**src/hdl/nfcp_pkg.sv**
```systemverilog
package nfcp_pkg;

    // Actions carried with each input request.
    localparam logic [1:0] ACT_WRITE_WAIT = 2'd0;
    localparam logic [1:0] ACT_ERASE_WAIT = 2'd1;
    localparam logic [1:0] ACT_READ       = 2'd2;

    // Status codes found by the write wait.
    localparam logic [2:0] ST_NOT_BUSY = 3'd0;
    localparam logic [2:0] ST_BUSY     = 3'd1;
    localparam logic [2:0] ST_TIMEOUT  = 3'd2;
    localparam logic [2:0] ST_SUSPEND  = 3'd3;
    localparam logic [2:0] ST_ABORT    = 3'd4;

    // Outcomes of a finished wait.
    localparam logic [1:0] OUT_OK      = 2'd0;
    localparam logic [1:0] OUT_ABORTED = 2'd1;
    localparam logic [1:0] OUT_FAILED  = 2'd2;

    // Configuration register indexes.
    localparam logic [1:0] REG_PAIRED     = 2'd0;
    localparam logic [1:0] REG_BUS_WIDTH  = 2'd1;
    localparam logic [1:0] REG_POLL_LIMIT = 2'd2;

    // Bus width codes.
    localparam logic [1:0] BW_8  = 2'd0;
    localparam logic [1:0] BW_16 = 2'd1;

    // Status bits of a single flash lane.
    localparam logic [31:0] BIT_DQ1 = 32'h0000_0002;
    localparam logic [31:0] BIT_DQ2 = 32'h0000_0004;
    localparam logic [31:0] BIT_DQ5 = 32'h0000_0020;
    localparam logic [31:0] BIT_DQ6 = 32'h0000_0040;
    localparam logic [31:0] BIT_DQ7 = 32'h0000_0080;

    localparam int unsigned IN_TDATA_W  = 72;
    localparam int unsigned OUT_TDATA_W = 40;

    typedef struct packed {
        logic [1:0]  action;
        logic [31:0] read_word;
        logic [31:0] expected_data;
        logic        buffer_write;
    } in_item_t;

    typedef struct packed {
        logic [31:0] actual_data;
        logic [2:0]  final_status;
        logic [1:0]  outcome;
    } out_item_t;

endpackage

```
**src/hdl/nor_flash_completion_poller_core.sv**
```systemverilog
// NOR flash completion poller.
//
// A request on the s_ channel either starts a write wait (action 0), starts
// an erase wait (action 1) or delivers one status word read from the flash
// (action 2). A write wait pairs reads to follow DQ6 toggling, confirms a
// buffer abort or a timeout with a further pair, checks erase suspend via
// DQ2 and finally compares one more read with the expected data. An erase
// wait completes on the first read that shows DQ7 set or a DQ5 failure.
// Each finished wait yields one result on the m_ channel.
// The user writes configuration registers through cfg_* only while no wait
// is running; the block itself does not enforce this. cfg_ready is always high.
// Throughput is one request per cycle while results are taken. A request is
// captured in the input register and evaluated once the result register can
// take a value; its result, if any, is registered there and shown on m_tvalid.
// When the receiver holds m_tready low with a result pending, the input
// register fills and s_tready falls until the result is taken.
// A synchronous reset (aresetn low) empties both registers, drops any wait
// and restores the configuration defaults (single device, 16-bit bus,
// poll limit 0xFFFFFFFF).
module nor_flash_completion_poller_core (
    input  logic                                aclk,
    input  logic                                aresetn,
    // Input channel.
    input  logic                                s_tvalid,
    output logic                                s_tready,
    // tdata: read_word [31:0], expected_data [63:32], buffer_write [64], zero pad
    input  logic [nfcp_pkg::IN_TDATA_W-1:0]     s_tdata,
    // tuser: action [1:0]
    input  logic [1:0]                          s_tuser,
    // Result channel.
    output logic                                m_tvalid,
    input  logic                                m_tready,
    // tdata: outcome [1:0], final_status [4:2], actual_data [36:5], zero pad
    output logic [nfcp_pkg::OUT_TDATA_W-1:0]    m_tdata,
    // Configuration write channel.
    input  logic                                cfg_valid,
    output logic                                cfg_ready,
    input  logic [1:0]                          cfg_index,
    input  logic [31:0]                         cfg_data
);
    import nfcp_pkg::*;

    localparam logic [3:0] PH_IDLE  = 4'd0;
    localparam logic [3:0] PH_R1    = 4'd1;
    localparam logic [3:0] PH_R2    = 4'd2;
    localparam logic [3:0] PH_ABT3  = 4'd3;
    localparam logic [3:0] PH_ABT4  = 4'd4;
    localparam logic [3:0] PH_TMO3  = 4'd5;
    localparam logic [3:0] PH_TMO4  = 4'd6;
    localparam logic [3:0] PH_SUS3  = 4'd7;
    localparam logic [3:0] PH_SUS4  = 4'd8;
    localparam logic [3:0] PH_FINAL = 4'd9;
    localparam logic [3:0] PH_ERASE = 4'd10;

    // Configuration.
    logic        paired_reg;
    logic [1:0]  bus_width_reg;
    logic [31:0] poll_limit_reg;

    // Input register.
    logic        in_valid_reg;
    in_item_t    in_item_reg;

    // Wait state.
    logic [3:0]  phase_reg, phase_next;
    logic [31:0] first_read_reg, first_read_next;
    logic [31:0] polls_left_reg, polls_left_next;
    logic [31:0] expected_reg, expected_next;
    logic        buffer_mode_reg, buffer_mode_next;
    logic [2:0]  held_status_reg, held_status_next;

    // Result register.
    logic        out_valid_reg;
    out_item_t   out_item_reg;

    logic        fire;
    logic        res_valid;
    out_item_t   res_item;

    logic [31:0] mask_dq1, mask_dq2, mask_dq5, mask_dq6;
    logic [31:0] r_word, tog, dq2_diff;
    logic [31:0] erase_word, set7, set5, clr7;
    logic        erase_done, erase_fail;
    logic [2:0]  eval_status;
    logic        eval_end;

    assign cfg_ready = 1'b1;

    // The evaluation stage moves whenever the result register can take a value.
    assign fire     = in_valid_reg && (!out_valid_reg || m_tready);
    assign s_tready = !in_valid_reg || fire;

    assign m_tvalid = out_valid_reg;
    assign m_tdata  = {{(OUT_TDATA_W - $bits(out_item_t)){1'b0}}, out_item_reg};

    always_comb begin
        mask_dq1 = paired_reg ? (BIT_DQ1 | (BIT_DQ1 << 16)) : BIT_DQ1;
        mask_dq2 = paired_reg ? (BIT_DQ2 | (BIT_DQ2 << 16)) : BIT_DQ2;
        mask_dq5 = paired_reg ? (BIT_DQ5 | (BIT_DQ5 << 16)) : BIT_DQ5;
        mask_dq6 = paired_reg ? (BIT_DQ6 | (BIT_DQ6 << 16)) : BIT_DQ6;
    end

    // Erase checks at the configured bus width; the upper lane is added when paired, except on the 8-bit bus.
    always_comb begin
        set7 = BIT_DQ7;
        set5 = BIT_DQ5;
        clr7 = BIT_DQ7;
        erase_word = in_item_reg.read_word;
        case (bus_width_reg)
            BW_8: begin
                erase_word = {24'd0, in_item_reg.read_word[7:0]};
            end
            BW_16: begin
                erase_word = {16'd0, in_item_reg.read_word[15:0]};
                if (paired_reg) begin
                    set7 = BIT_DQ7 | (BIT_DQ7 << 8);
                    set5 = BIT_DQ5 | (BIT_DQ5 << 8);
                    clr7 = BIT_DQ7 | (BIT_DQ7 << 8);
                end
            end
            default: begin
                if (paired_reg) begin
                    set7 = BIT_DQ7 | (BIT_DQ7 << 16);
                    set5 = BIT_DQ5 | (BIT_DQ5 << 16);
                    clr7 = BIT_DQ7 | (BIT_DQ7 << 16);
                end
            end
        endcase
        erase_done = (erase_word & set7) == set7;
        erase_fail = ((erase_word & set5) == set5) && ((erase_word & clr7) == 32'd0);
    end

    always_comb begin
        r_word   = paired_reg ? in_item_reg.read_word
                              : {16'd0, in_item_reg.read_word[15:0]};
        tog      = (first_read_reg ^ r_word) & mask_dq6;
        dq2_diff = (first_read_reg ^ r_word) & mask_dq2;
    end

    always_comb begin
        phase_next       = phase_reg;
        first_read_next  = first_read_reg;
        polls_left_next  = polls_left_reg;
        expected_next    = expected_reg;
        buffer_mode_next = buffer_mode_reg;
        held_status_next = held_status_reg;
        res_valid        = 1'b0;
        res_item         = '0;
        eval_status      = ST_BUSY;
        eval_end         = 1'b0;

        if (in_item_reg.action == ACT_WRITE_WAIT) begin
            expected_next    = in_item_reg.expected_data;
            buffer_mode_next = in_item_reg.buffer_write;
            polls_left_next  = poll_limit_reg;
            held_status_next = ST_NOT_BUSY;
            phase_next       = PH_R1;
        end else if (in_item_reg.action == ACT_ERASE_WAIT) begin
            phase_next = PH_ERASE;
        end else if (in_item_reg.action == ACT_READ) begin
            case (phase_reg)
                PH_R1, PH_ABT3, PH_TMO3, PH_SUS3: begin
                    if (phase_reg == PH_R1) begin
                        polls_left_next = polls_left_reg - 32'd1;
                    end
                    first_read_next = r_word;
                    phase_next      = phase_reg + 4'd1;
                end
                PH_R2: begin
                    if (tog != 32'd0) begin
                        if (buffer_mode_reg && (((tog >> 5) & r_word) != 32'd0)) begin
                            phase_next = PH_ABT3;
                        end else if (((tog >> 1) & r_word) != 32'd0) begin
                            phase_next = PH_TMO3;
                        end else begin
                            eval_end    = 1'b1;
                            eval_status = ST_BUSY;
                        end
                    end else begin
                        phase_next = PH_SUS3;
                    end
                end
                PH_ABT4: begin
                    eval_end = 1'b1;
                    if ((((tog >> 5) & r_word) != 32'd0)
                            && ((tog >> 5) == (r_word & mask_dq1))) begin
                        eval_status = ST_ABORT;
                    end
                end
                PH_TMO4: begin
                    eval_end = 1'b1;
                    if ((((tog >> 1) & r_word) != 32'd0)
                            && ((tog >> 1) == (r_word & mask_dq5))) begin
                        eval_status = ST_TIMEOUT;
                    end
                end
                PH_SUS4: begin
                    eval_end = 1'b1;
                    if (dq2_diff == mask_dq2) begin
                        eval_status = ST_SUSPEND;
                    end else if (dq2_diff == 32'd0) begin
                        eval_status = ST_NOT_BUSY;
                    end
                end
                PH_FINAL: begin
                    res_valid = 1'b1;
                    if (held_status_reg == ST_NOT_BUSY) begin
                        res_item.outcome = (r_word == expected_reg) ? OUT_OK : OUT_FAILED;
                    end else if (held_status_reg == ST_ABORT) begin
                        res_item.outcome = OUT_ABORTED;
                    end else begin
                        res_item.outcome = OUT_FAILED;
                    end
                    res_item.final_status = held_status_reg;
                    res_item.actual_data  = r_word;
                    phase_next            = PH_IDLE;
                end
                PH_ERASE: begin
                    res_item.actual_data = erase_word;
                    if (erase_done) begin
                        res_valid             = 1'b1;
                        res_item.outcome      = OUT_OK;
                        res_item.final_status = ST_NOT_BUSY;
                        phase_next            = PH_IDLE;
                    end else if (erase_fail) begin
                        res_valid             = 1'b1;
                        res_item.outcome      = OUT_FAILED;
                        res_item.final_status = ST_TIMEOUT;
                        phase_next            = PH_IDLE;
                    end
                end
                default: begin
                    phase_next = phase_reg;
                end
            endcase

            // A busy evaluation starts another while the poll budget lasts.
            if (eval_end) begin
                if (eval_status == ST_BUSY && polls_left_reg != 32'd0) begin
                    phase_next = PH_R1;
                end else begin
                    held_status_next = eval_status;
                    phase_next       = PH_FINAL;
                end
            end
        end
    end

    always_ff @(posedge aclk) begin
        if (!aresetn) begin
            paired_reg     <= 1'b0;
            bus_width_reg  <= BW_16;
            poll_limit_reg <= 32'hFFFF_FFFF;
        end else if (cfg_valid && cfg_ready) begin
            case (cfg_index)
                REG_PAIRED:     paired_reg     <= cfg_data[0];
                REG_BUS_WIDTH:  bus_width_reg  <= cfg_data[1:0];
                REG_POLL_LIMIT: poll_limit_reg <= cfg_data;
                default:        paired_reg     <= paired_reg;
            endcase
        end
    end

    always_ff @(posedge aclk) begin
        if (!aresetn) begin
            in_valid_reg <= 1'b0;
        end else if (s_tready) begin
            in_valid_reg <= s_tvalid;
        end
    end

    always_ff @(posedge aclk) begin
        if (s_tvalid && s_tready) begin
            in_item_reg.action        <= s_tuser;
            in_item_reg.read_word     <= s_tdata[31:0];
            in_item_reg.expected_data <= s_tdata[63:32];
            in_item_reg.buffer_write  <= s_tdata[64];
        end
    end

    always_ff @(posedge aclk) begin
        if (!aresetn) begin
            phase_reg       <= PH_IDLE;
            first_read_reg  <= 32'd0;
            polls_left_reg  <= 32'd0;
            expected_reg    <= 32'd0;
            buffer_mode_reg <= 1'b0;
            held_status_reg <= ST_NOT_BUSY;
        end else if (fire) begin
            phase_reg       <= phase_next;
            first_read_reg  <= first_read_next;
            polls_left_reg  <= polls_left_next;
            expected_reg    <= expected_next;
            buffer_mode_reg <= buffer_mode_next;
            held_status_reg <= held_status_next;
        end
    end

    always_ff @(posedge aclk) begin
        if (!aresetn) begin
            out_valid_reg <= 1'b0;
        end else if (fire && res_valid) begin
            out_valid_reg <= 1'b1;
        end else if (m_tready) begin
            out_valid_reg <= 1'b0;
        end
    end

    always_ff @(posedge aclk) begin
        if (fire && res_valid) begin
            out_item_reg <= res_item;
        end
    end

`ifndef NO_ASSERTIONS
    a_result_phase: assert property (@(posedge aclk) disable iff (!aresetn)
        fire && res_valid |-> (phase_reg == PH_FINAL || phase_reg == PH_ERASE))
        else $error("result produced outside a completing phase");

    a_idle_after_result: assert property (@(posedge aclk) disable iff (!aresetn)
        fire && res_valid |=> phase_reg == PH_IDLE)
        else $error("wait not closed after its result");

    a_no_overwrite: assert property (@(posedge aclk) disable iff (!aresetn)
        out_valid_reg && !m_tready |-> !fire)
        else $error("evaluation advanced while the result register is stalled");

    a_budget_loaded: assert property (@(posedge aclk) disable iff (!aresetn)
        fire && in_item_reg.action == ACT_WRITE_WAIT
        |=> polls_left_reg == $past(poll_limit_reg) && phase_reg == PH_R1)
        else $error("write wait did not load the poll budget");
`endif

endmodule
```
**config.mk**
```make
export PLATFORM = sky130hd
export DESIGN_NAME = nor_flash_completion_poller_core
export DESIGN_NICKNAME = d
export VERILOG_FILES = /design/src/hdl/nfcp_pkg.sv /design/src/hdl/nor_flash_completion_poller_core.sv
export SDC_FILE = /design/constraint.sdc
export NUM_CORES = 1
export LEC_CHECK = 0
export ABC_AREA = 1
export BUFFER_PORTS_ARGS = -buffer_cell sky130_fd_sc_hd__buf_2
export CORE_MARGIN = 8
export CORE_UTILIZATION = 53
export CTS_BUF_LIST = sky130_fd_sc_hd__clkbuf_4 sky130_fd_sc_hd__clkbuf_8 sky130_fd_sc_hd__clkbuf_16
export CTS_CLUSTER_DIAMETER = 50
export CTS_CLUSTER_SIZE = 25
export DETAILED_ROUTE_END_ITERATION = 10
export PLACE_DENSITY = 0.85
export SKIP_LAST_GASP = 1
export SYNTH_ARGS = -nofsm -noshare
export SYNTH_HDL_FRONTEND = slang
export SYNTH_SLANG_ARGS = --single-unit
```
**constraint.sdc**
```tcl
create_clock -name aclk -period 2.7 [get_ports aclk]
set_input_delay 0.27 -clock aclk [delete_from_list [all_inputs] [get_ports aclk]]
set_output_delay 0.27 -clock aclk [all_outputs]
set_load 0.05 [all_outputs]
```
Word-level counts from Yosys, hierarchy flattened
Cells that the tools add are included.
{"block": "op_classes", "add_sub_neg": 2, "n_eq_ne": 27, "mux": 61, "bitwise": 12, "n_reduce_logical": 40}
{"cell": "32-bit two-way mux", "n": 6}
{"cell": "32-bit nonzero test", "n": 4}
{"cell": "32-bit bitwise AND", "n": 3}
{"cell": "32-bit == test", "n": 3}
{"cell": "37-bit one-hot mux with 2 select lines", "n": 1}
{"cell": "32-bit zero test", "n": 2}
{"cell": "32-bit one-hot mux with 2 select lines", "n": 1}
{"cell": "4-bit two-way mux", "n": 12}
{"cell": "24-bit one-hot mux with 2 select lines", "n": 1}
{"cell": "22-bit one-hot mux with 2 select lines", "n": 1}
{"cell": "27-bit by 32-bit bitwise AND with 32-bit output", "n": 1}
{"cell": "31-bit by 32-bit bitwise AND with 32-bit output", "n": 1}
{"cell": "32-bit by 18-bit bitwise AND with 32-bit output", "n": 1}
{"cell": "32-bit by 19-bit bitwise AND with 32-bit output", "n": 1}
{"cell": "32-bit by 23-bit bitwise AND with 32-bit output", "n": 1}
{"cell": "27-bit by 32-bit == test with 1-bit output", "n": 1}
{"cell": "31-bit by 32-bit == test with 1-bit output", "n": 1}
{"cell": "32-bit by 19-bit == test with 1-bit output", "n": 1}
{"cell": "32-bit by 1-bit subtractor with 32-bit output, second input constant", "n": 1}
{"cell": "32-bit bitwise XOR", "n": 1}
{"cell": "3-bit two-way mux", "n": 9}
{"cell": "24-bit two-way mux", "n": 1}
{"cell": "23-bit two-way mux", "n": 1}
{"cell": "22-bit two-way mux", "n": 1}
{"cell": "34 further kinds", "n": 86}
{"block": "totals", "regBits": 245, "out_inout_bits": 43, "word_cells": 160}

Logic depth before layout (Yosys ltp)
{"block": "logic_depth", "ltp_word": 18, "ltp_mapped": 15, "ltp_nobuf": 15}

Least setup slack after synthesis
OpenSTA, ideal clock, no wires.
{"block": "synth_path", "path_type": "flip-flop to flip-flop", "start": "register out_valid_reg (netlist: m_tvalid)", "end": "register in_item_reg[0] (netlist name), enable pin", "arrival_ps": 2465, "required_ps": 2279, "slack_ps": -186, "path_stages_with_launch": 4, "synth_period_minus_slack_ps": 2886, "path_cell_list": "dfxtp_1 nand3_1 nand2_1 inv_1"}
{"block": "synth_between", "elab_chain_len": 5}
{"item": "start: declaration", "line": "nor_flash_completion_poller_core.sv:73", "rtl": "logic out_valid_reg;"}
{"item": "start signal: assignment", "line": "nor_flash_completion_poller_core.sv:301", "rtl": "out_valid_reg <= 1'b0;"}
{"item": "start signal: assignment", "line": "nor_flash_completion_poller_core.sv:303", "rtl": "out_valid_reg <= 1'b1;"}
{"item": "start signal: assignment", "line": "nor_flash_completion_poller_core.sv:305", "rtl": "out_valid_reg <= 1'b0;"}
{"item": "1-bit zero test", "line": "nor_flash_completion_poller_core.sv:90", "rtl": "assign fire = in_valid_reg && (!out_valid_reg || m_tready);"}
{"item": "1-bit logical OR", "line": "nor_flash_completion_poller_core.sv:90"}
{"item": "1-bit logical AND", "line": "nor_flash_completion_poller_core.sv:90"}
{"item": "1-bit logical OR", "line": "nor_flash_completion_poller_core.sv:91", "rtl": "assign s_tready = !in_valid_reg || fire;"}
{"item": "named net s_tready", "line": "nor_flash_completion_poller_core.sv:25", "rtl": "output logic s_tready,"}
{"item": "1-bit logical AND", "line": "nor_flash_completion_poller_core.sv:273", "rtl": "if (s_tvalid && s_tready) begin"}
{"item": "end: declaration", "line": "nor_flash_completion_poller_core.sv:62", "rtl": "in_item_t in_item_reg;"}
The timed path passes the listed nets, and every way through them passes these cells.
A chain may end at the register's enable or synchronous reset.

Worst setup path in the final report
{"block": "layout_path", "start": "register phase_reg[0]", "end": "register out_item_reg, in the netlist m_tdata[11], enable pin"}
{"block": "layout_between", "elab_chain_len": 6, "word_cells_on_any_way": 7}
{"item": "start: declaration", "line": "nor_flash_completion_poller_core.sv:65", "rtl": "logic [3:0] phase_reg, phase_next;"}
{"item": "start signal: assignment", "line": "nor_flash_completion_poller_core.sv:290", "rtl": "phase_reg <= phase_next;"}
{"item": "4-bit == test", "line": "nor_flash_completion_poller_core.sv:161", "rtl": "case (phase_reg)"}
{"item": "1-bit one-hot mux with 2 select lines *", "line": "nor_flash_completion_poller_core.sv:161"}
{"item": "1-bit two-way mux *", "line": "nor_flash_completion_poller_core.sv:160", "rtl": "end else if (in_item_reg.action == ACT_READ) begin"}
{"item": "1-bit two-way mux *", "line": "nor_flash_completion_poller_core.sv:158", "rtl": "end else if (in_item_reg.action == ACT_ERASE_WAIT) begin"}
{"item": "1-bit two-way mux *", "line": "nor_flash_completion_poller_core.sv:152", "rtl": "if (in_item_reg.action == ACT_WRITE_WAIT) begin"}
{"item": "1-bit logical AND *", "line": "nor_flash_completion_poller_core.sv:310", "rtl": "if (fire && res_valid) begin"}
{"item": "end signal: assignment", "line": "nor_flash_completion_poller_core.sv:311", "rtl": "out_item_reg <= res_item;"}
{"item": "end: declaration", "line": "nor_flash_completion_poller_core.sv:74", "rtl": "out_item_t out_item_reg;"}
Mark *: on every way between the ends. The rest lies on a longest branch, timed or not.

==> flow_metrics.env <==
export IMPL_power_frac_comb_pct=14.2
export IMPL_synthCells=1101
export IMPL_reg2reg_depth=9
export IMPL_yosys_top_cells_area="edfxtp_1 32%, dfxtp_1 23%, nand2_1 8.7%"
export IMPL_cts_root_buf="clkbuf_16"
export IMPL_async_reset_ff_share_pct=0
export IMPL_wire_per_inst_um=17.8
export IMPL_fmax_ghz=0.453
export IMPL_path_depth=9
export IMPL_synth_compound_area_share_pct=12.8
export IMPL_p_clk_share_pct=38.4
export IMPL_start_util_pct=53.9
export IMPL_synth_top_family_by_area="simple AND/OR/NAND/NOR gates"
export IMPL_maxCapViolCount=0
export IMPL_grt_setup_unrepaired="no"
export IMPL_crit_path_max_fanout=37
export IMPL_tightest_slew_ns=1.00
export IMPL_synth_most_common_cell="nand2_1"
export IMPL_routed_wl_mm=28.0
export IMPL_cp_start_kind="register"
export IMPL_netlist_area_leader_share_pct=32.3
export IMPL_period_minus_slack_ns=2.21
export IMPL_grt_max_degree=68
export IMPL_skew_ns=0.0229
export IMPL_p_per_area_mw_per_mm2=639
export IMPL_max_slew_margin_rel_pct=32.5
export IMPL_critPathCaptureType="register"
export IMPL_reg2reg_from="phase_reg[0]$_SDFFE_PN0P_"
export IMPL_cts_setup_buffers=0
export IMPL_fin_setup_tns_ns=0
export IMPL_grt_usage_pct=24.4
export IMPL_worstReg2RegEnd="m_tdata[11]$_SDFFCE_PP0P_"
export IMPL_vias=8746
export IMPL_antenna_found_initial=2
export IMPL_firstDrtPassIters=6
export IMPL_ys_flop_type="dfxtp_1"
export IMPL_hold_path_class="primary input to register"
export IMPL_synth_mux_area_share_pct=0
export IMPL_cts_buffers=20
export IMPL_syn_area_mm2=0.00968
export IMPL_worst_slack_ns=0.492
export IMPL_crit_required_ns=2.89
export IMPL_p_int_mw=5.68
export IMPL_ys_seq_area_share_pct=55.6
export IMPL_worstPathBufferInverterCount=5
export IMPL_synthSimpleGateAreaFrac_pct=20.2
export IMPL_r2r_setup_slack_ns=0.49
export IMPL_synth_edf_count=104
export IMPL_yosysWarnings=0
export IMPL_io_pins=156
export IMPL_die_width_um=151
export IMPL_place_ws_ns=0.517
export IMPL_place_gp_congestion=0.927
export IMPL_largest_register_ffs=67
export IMPL_dp_hpwl_mm=17.3
export IMPL_clkTransAtPathRegs_ns=0.07
export IMPL_via_per_inst=5.57
export IMPL_drv_slew=0
export IMPL_ys_top_cells_by_count="225 x nand2_1, 113 x dfxtp_1, 113 x inv_1"
export IMPL_nFillCells=1282
export IMPL_coreArea_mm2=0.0180
export IMPL_grt_pass1_vias=8611
export IMPL_drive_above_1_share_pct=16.7
export IMPL_critPathKind="register to register"
export IMPL_grt_first_pass_wirelength_mm=44.4
export IMPL_synthXorXnorAreaFrac_pct=3.26
export IMPL_setup_viol=0
export IMPL_overflow=0
export IMPL_final_antenna_net_count=0
export IMPL_cellLeakagePower_nw=5.13
export IMPL_p_seq_share_pct=47.4
export IMPL_report_final_hold_viol_count=0
export IMPL_cp_arrival_ns=2.40
export IMPL_cp_slowest_cell="dfxtp_1"
export IMPL_syn_avg_cell_area_um2=8.79
export IMPL_cpLargestDelayFamily="buffers and inverters"
export IMPL_synth_distinct_cells=41
export IMPL_swShare_pct=27.4
export IMPL_cts_tree="done"
export IMPL_clock_latency_ns=0.52
export IMPL_die_h_um=151
export IMPL_yosysTopAreaCell="edfxtp_1"
export IMPL_rows=49
export IMPL_finish_utilization_pct=68.2
export IMPL_synth_seq_cells=217
export IMPL_synthAdderAreaFrac_pct=0.905
export IMPL_status="complete, no violations"
export IMPL_peakVddDrop_mv=0.702
export IMPL_period_share_pct=81.8
export IMPL_cp_startpoint="phase_reg[0]$_SDFFE_PN0P_"
export IMPL_cp_endpoint="m_tdata[11]$_SDFFCE_PP0P_"
export IMPL_cts_sinks=217
export IMPL_nNetsFinal=1444
export IMPL_drt_iter0_markers=906
export IMPL_p_sw_mw=2.15
export IMPL_worst_hold_slack_ns=0.0102
export IMPL_htree_levels=1
export IMPL_ctsLongestPathBuffers=3
export IMPL_syn_to_final_growth_pct=26.6
export IMPL_cp_common_cell="inv_1"
export IMPL_slowest_delay_ns=0.35
export IMPL_port_buffers=144
export IMPL_die_area_mm2=0.0228
export IMPL_drc_errors=0
export IMPL_crit_chain="inv_1 > ha_1 > inv_1 > nor2_1 > nor2_4 > inv_1 > o2111ai_1 > inv_1 > buf_12"
-- cells by family after synthesis --
family          after synthesis
simple gates                445
compound gates              225
flops                       217
buf+inv                     169
xor+xnor                     36
fa+ha+maj                     7
other cells                   2
-- through the flow --
stage                     power [mW]  cells  area (µm²)
after detailed placement        4.74   1437       10600
after CTS                       7.78   1567       12300
final                           7.83   1569       12300
after global routing            8.12   1569       12300
after global placement          4.70   1437       10600
after floorplan                 4.45   1103        9700
-- worst min-delay path by stage --
stage	startpoint	end	cells after the start
6_report	cfg_data[5]	poll_limit_reg[5]$_SDFFE_PN1P_	3
5_1_grt	cfg_data[7]	poll_limit_reg[7]$_SDFFE_PN1P_	3
2_1_floorplan	s_tdata[64]	in_item_reg[0]$_DFFE_PP_	0
3_5_place_dp	poll_limit_reg[2]$_SDFFE_PN1P_	poll_limit_reg[2]$_SDFFE_PN1P_	2
3_3_place_gp	poll_limit_reg[2]$_SDFFE_PN1P_	poll_limit_reg[2]$_SDFFE_PN1P_	2
4_1_cts	cfg_data[7]	poll_limit_reg[7]$_SDFFE_PN1P_	3
-- cell type report --
class	count	area [µm²]	share of cell area, %
sequential	217	5390	43.9
multi-input combinational	717	3630	29.6
timing repair buffer	252	1800	14.7
clock buffer	22	522	4.26
inverter	116	439	3.58
tap	229	287	2.34
clock inverter	14	181	1.48
antenna	2	5.00	0.0408
-- worst reg2reg max path, delay by kind of cell (launching register included) --
| family | cells | cell delay [ns] |
|---|---|---|
| simple gates | 2 | 0.41 |
| buf+inv | 5 | 0.71 |
| compound gates | 1 | 0.18 |
| fa+ha+maj | 1 | 0.23 |
| flops | 1 | 0.35 |
-- power groups by stage --
stage,clock (mW),sequential [mW],combinational (mW)
floorplan,0,3.74,0.710
detailed placement,0,3.77,0.962
global placement,0,3.77,0.936
CTS,2.99,3.70,1.09
finish,3.01,3.71,1.11
global route,3.16,3.73,1.23
-- cells in the final DEF (no fill, tap or decap), types with 22 or more instances in the layout --
cell type	count
a21oi_1	98
buf_2	144
dfxtp_1	113
dlygate4sd3_1	94
edfxtp_1	104
inv_1	112
nand2_1	225
nand3_1	52
nor2_1	89
nor3_1	22
o211ai_1	24
o21ai_0	62
xor2_1	26
-- metal layers --
layer / vias to the layer above / GRT usage, % / part of all wire, %
met5: - / 0 / 0
met4: 0 / 12.0 / 4.7
met3: 77 / 3.79 / 8.1
met2: 466 / 41.8 / 49
met1: 4049 / 29.6 / 38
li1: 4154 / - / -
-- repair_timing --
action,in CTS,in global routing
resized for setup,0,0
hold endpoints to repair,94,0
hold buffers,94,0
(Power assumes the default switching activity.)
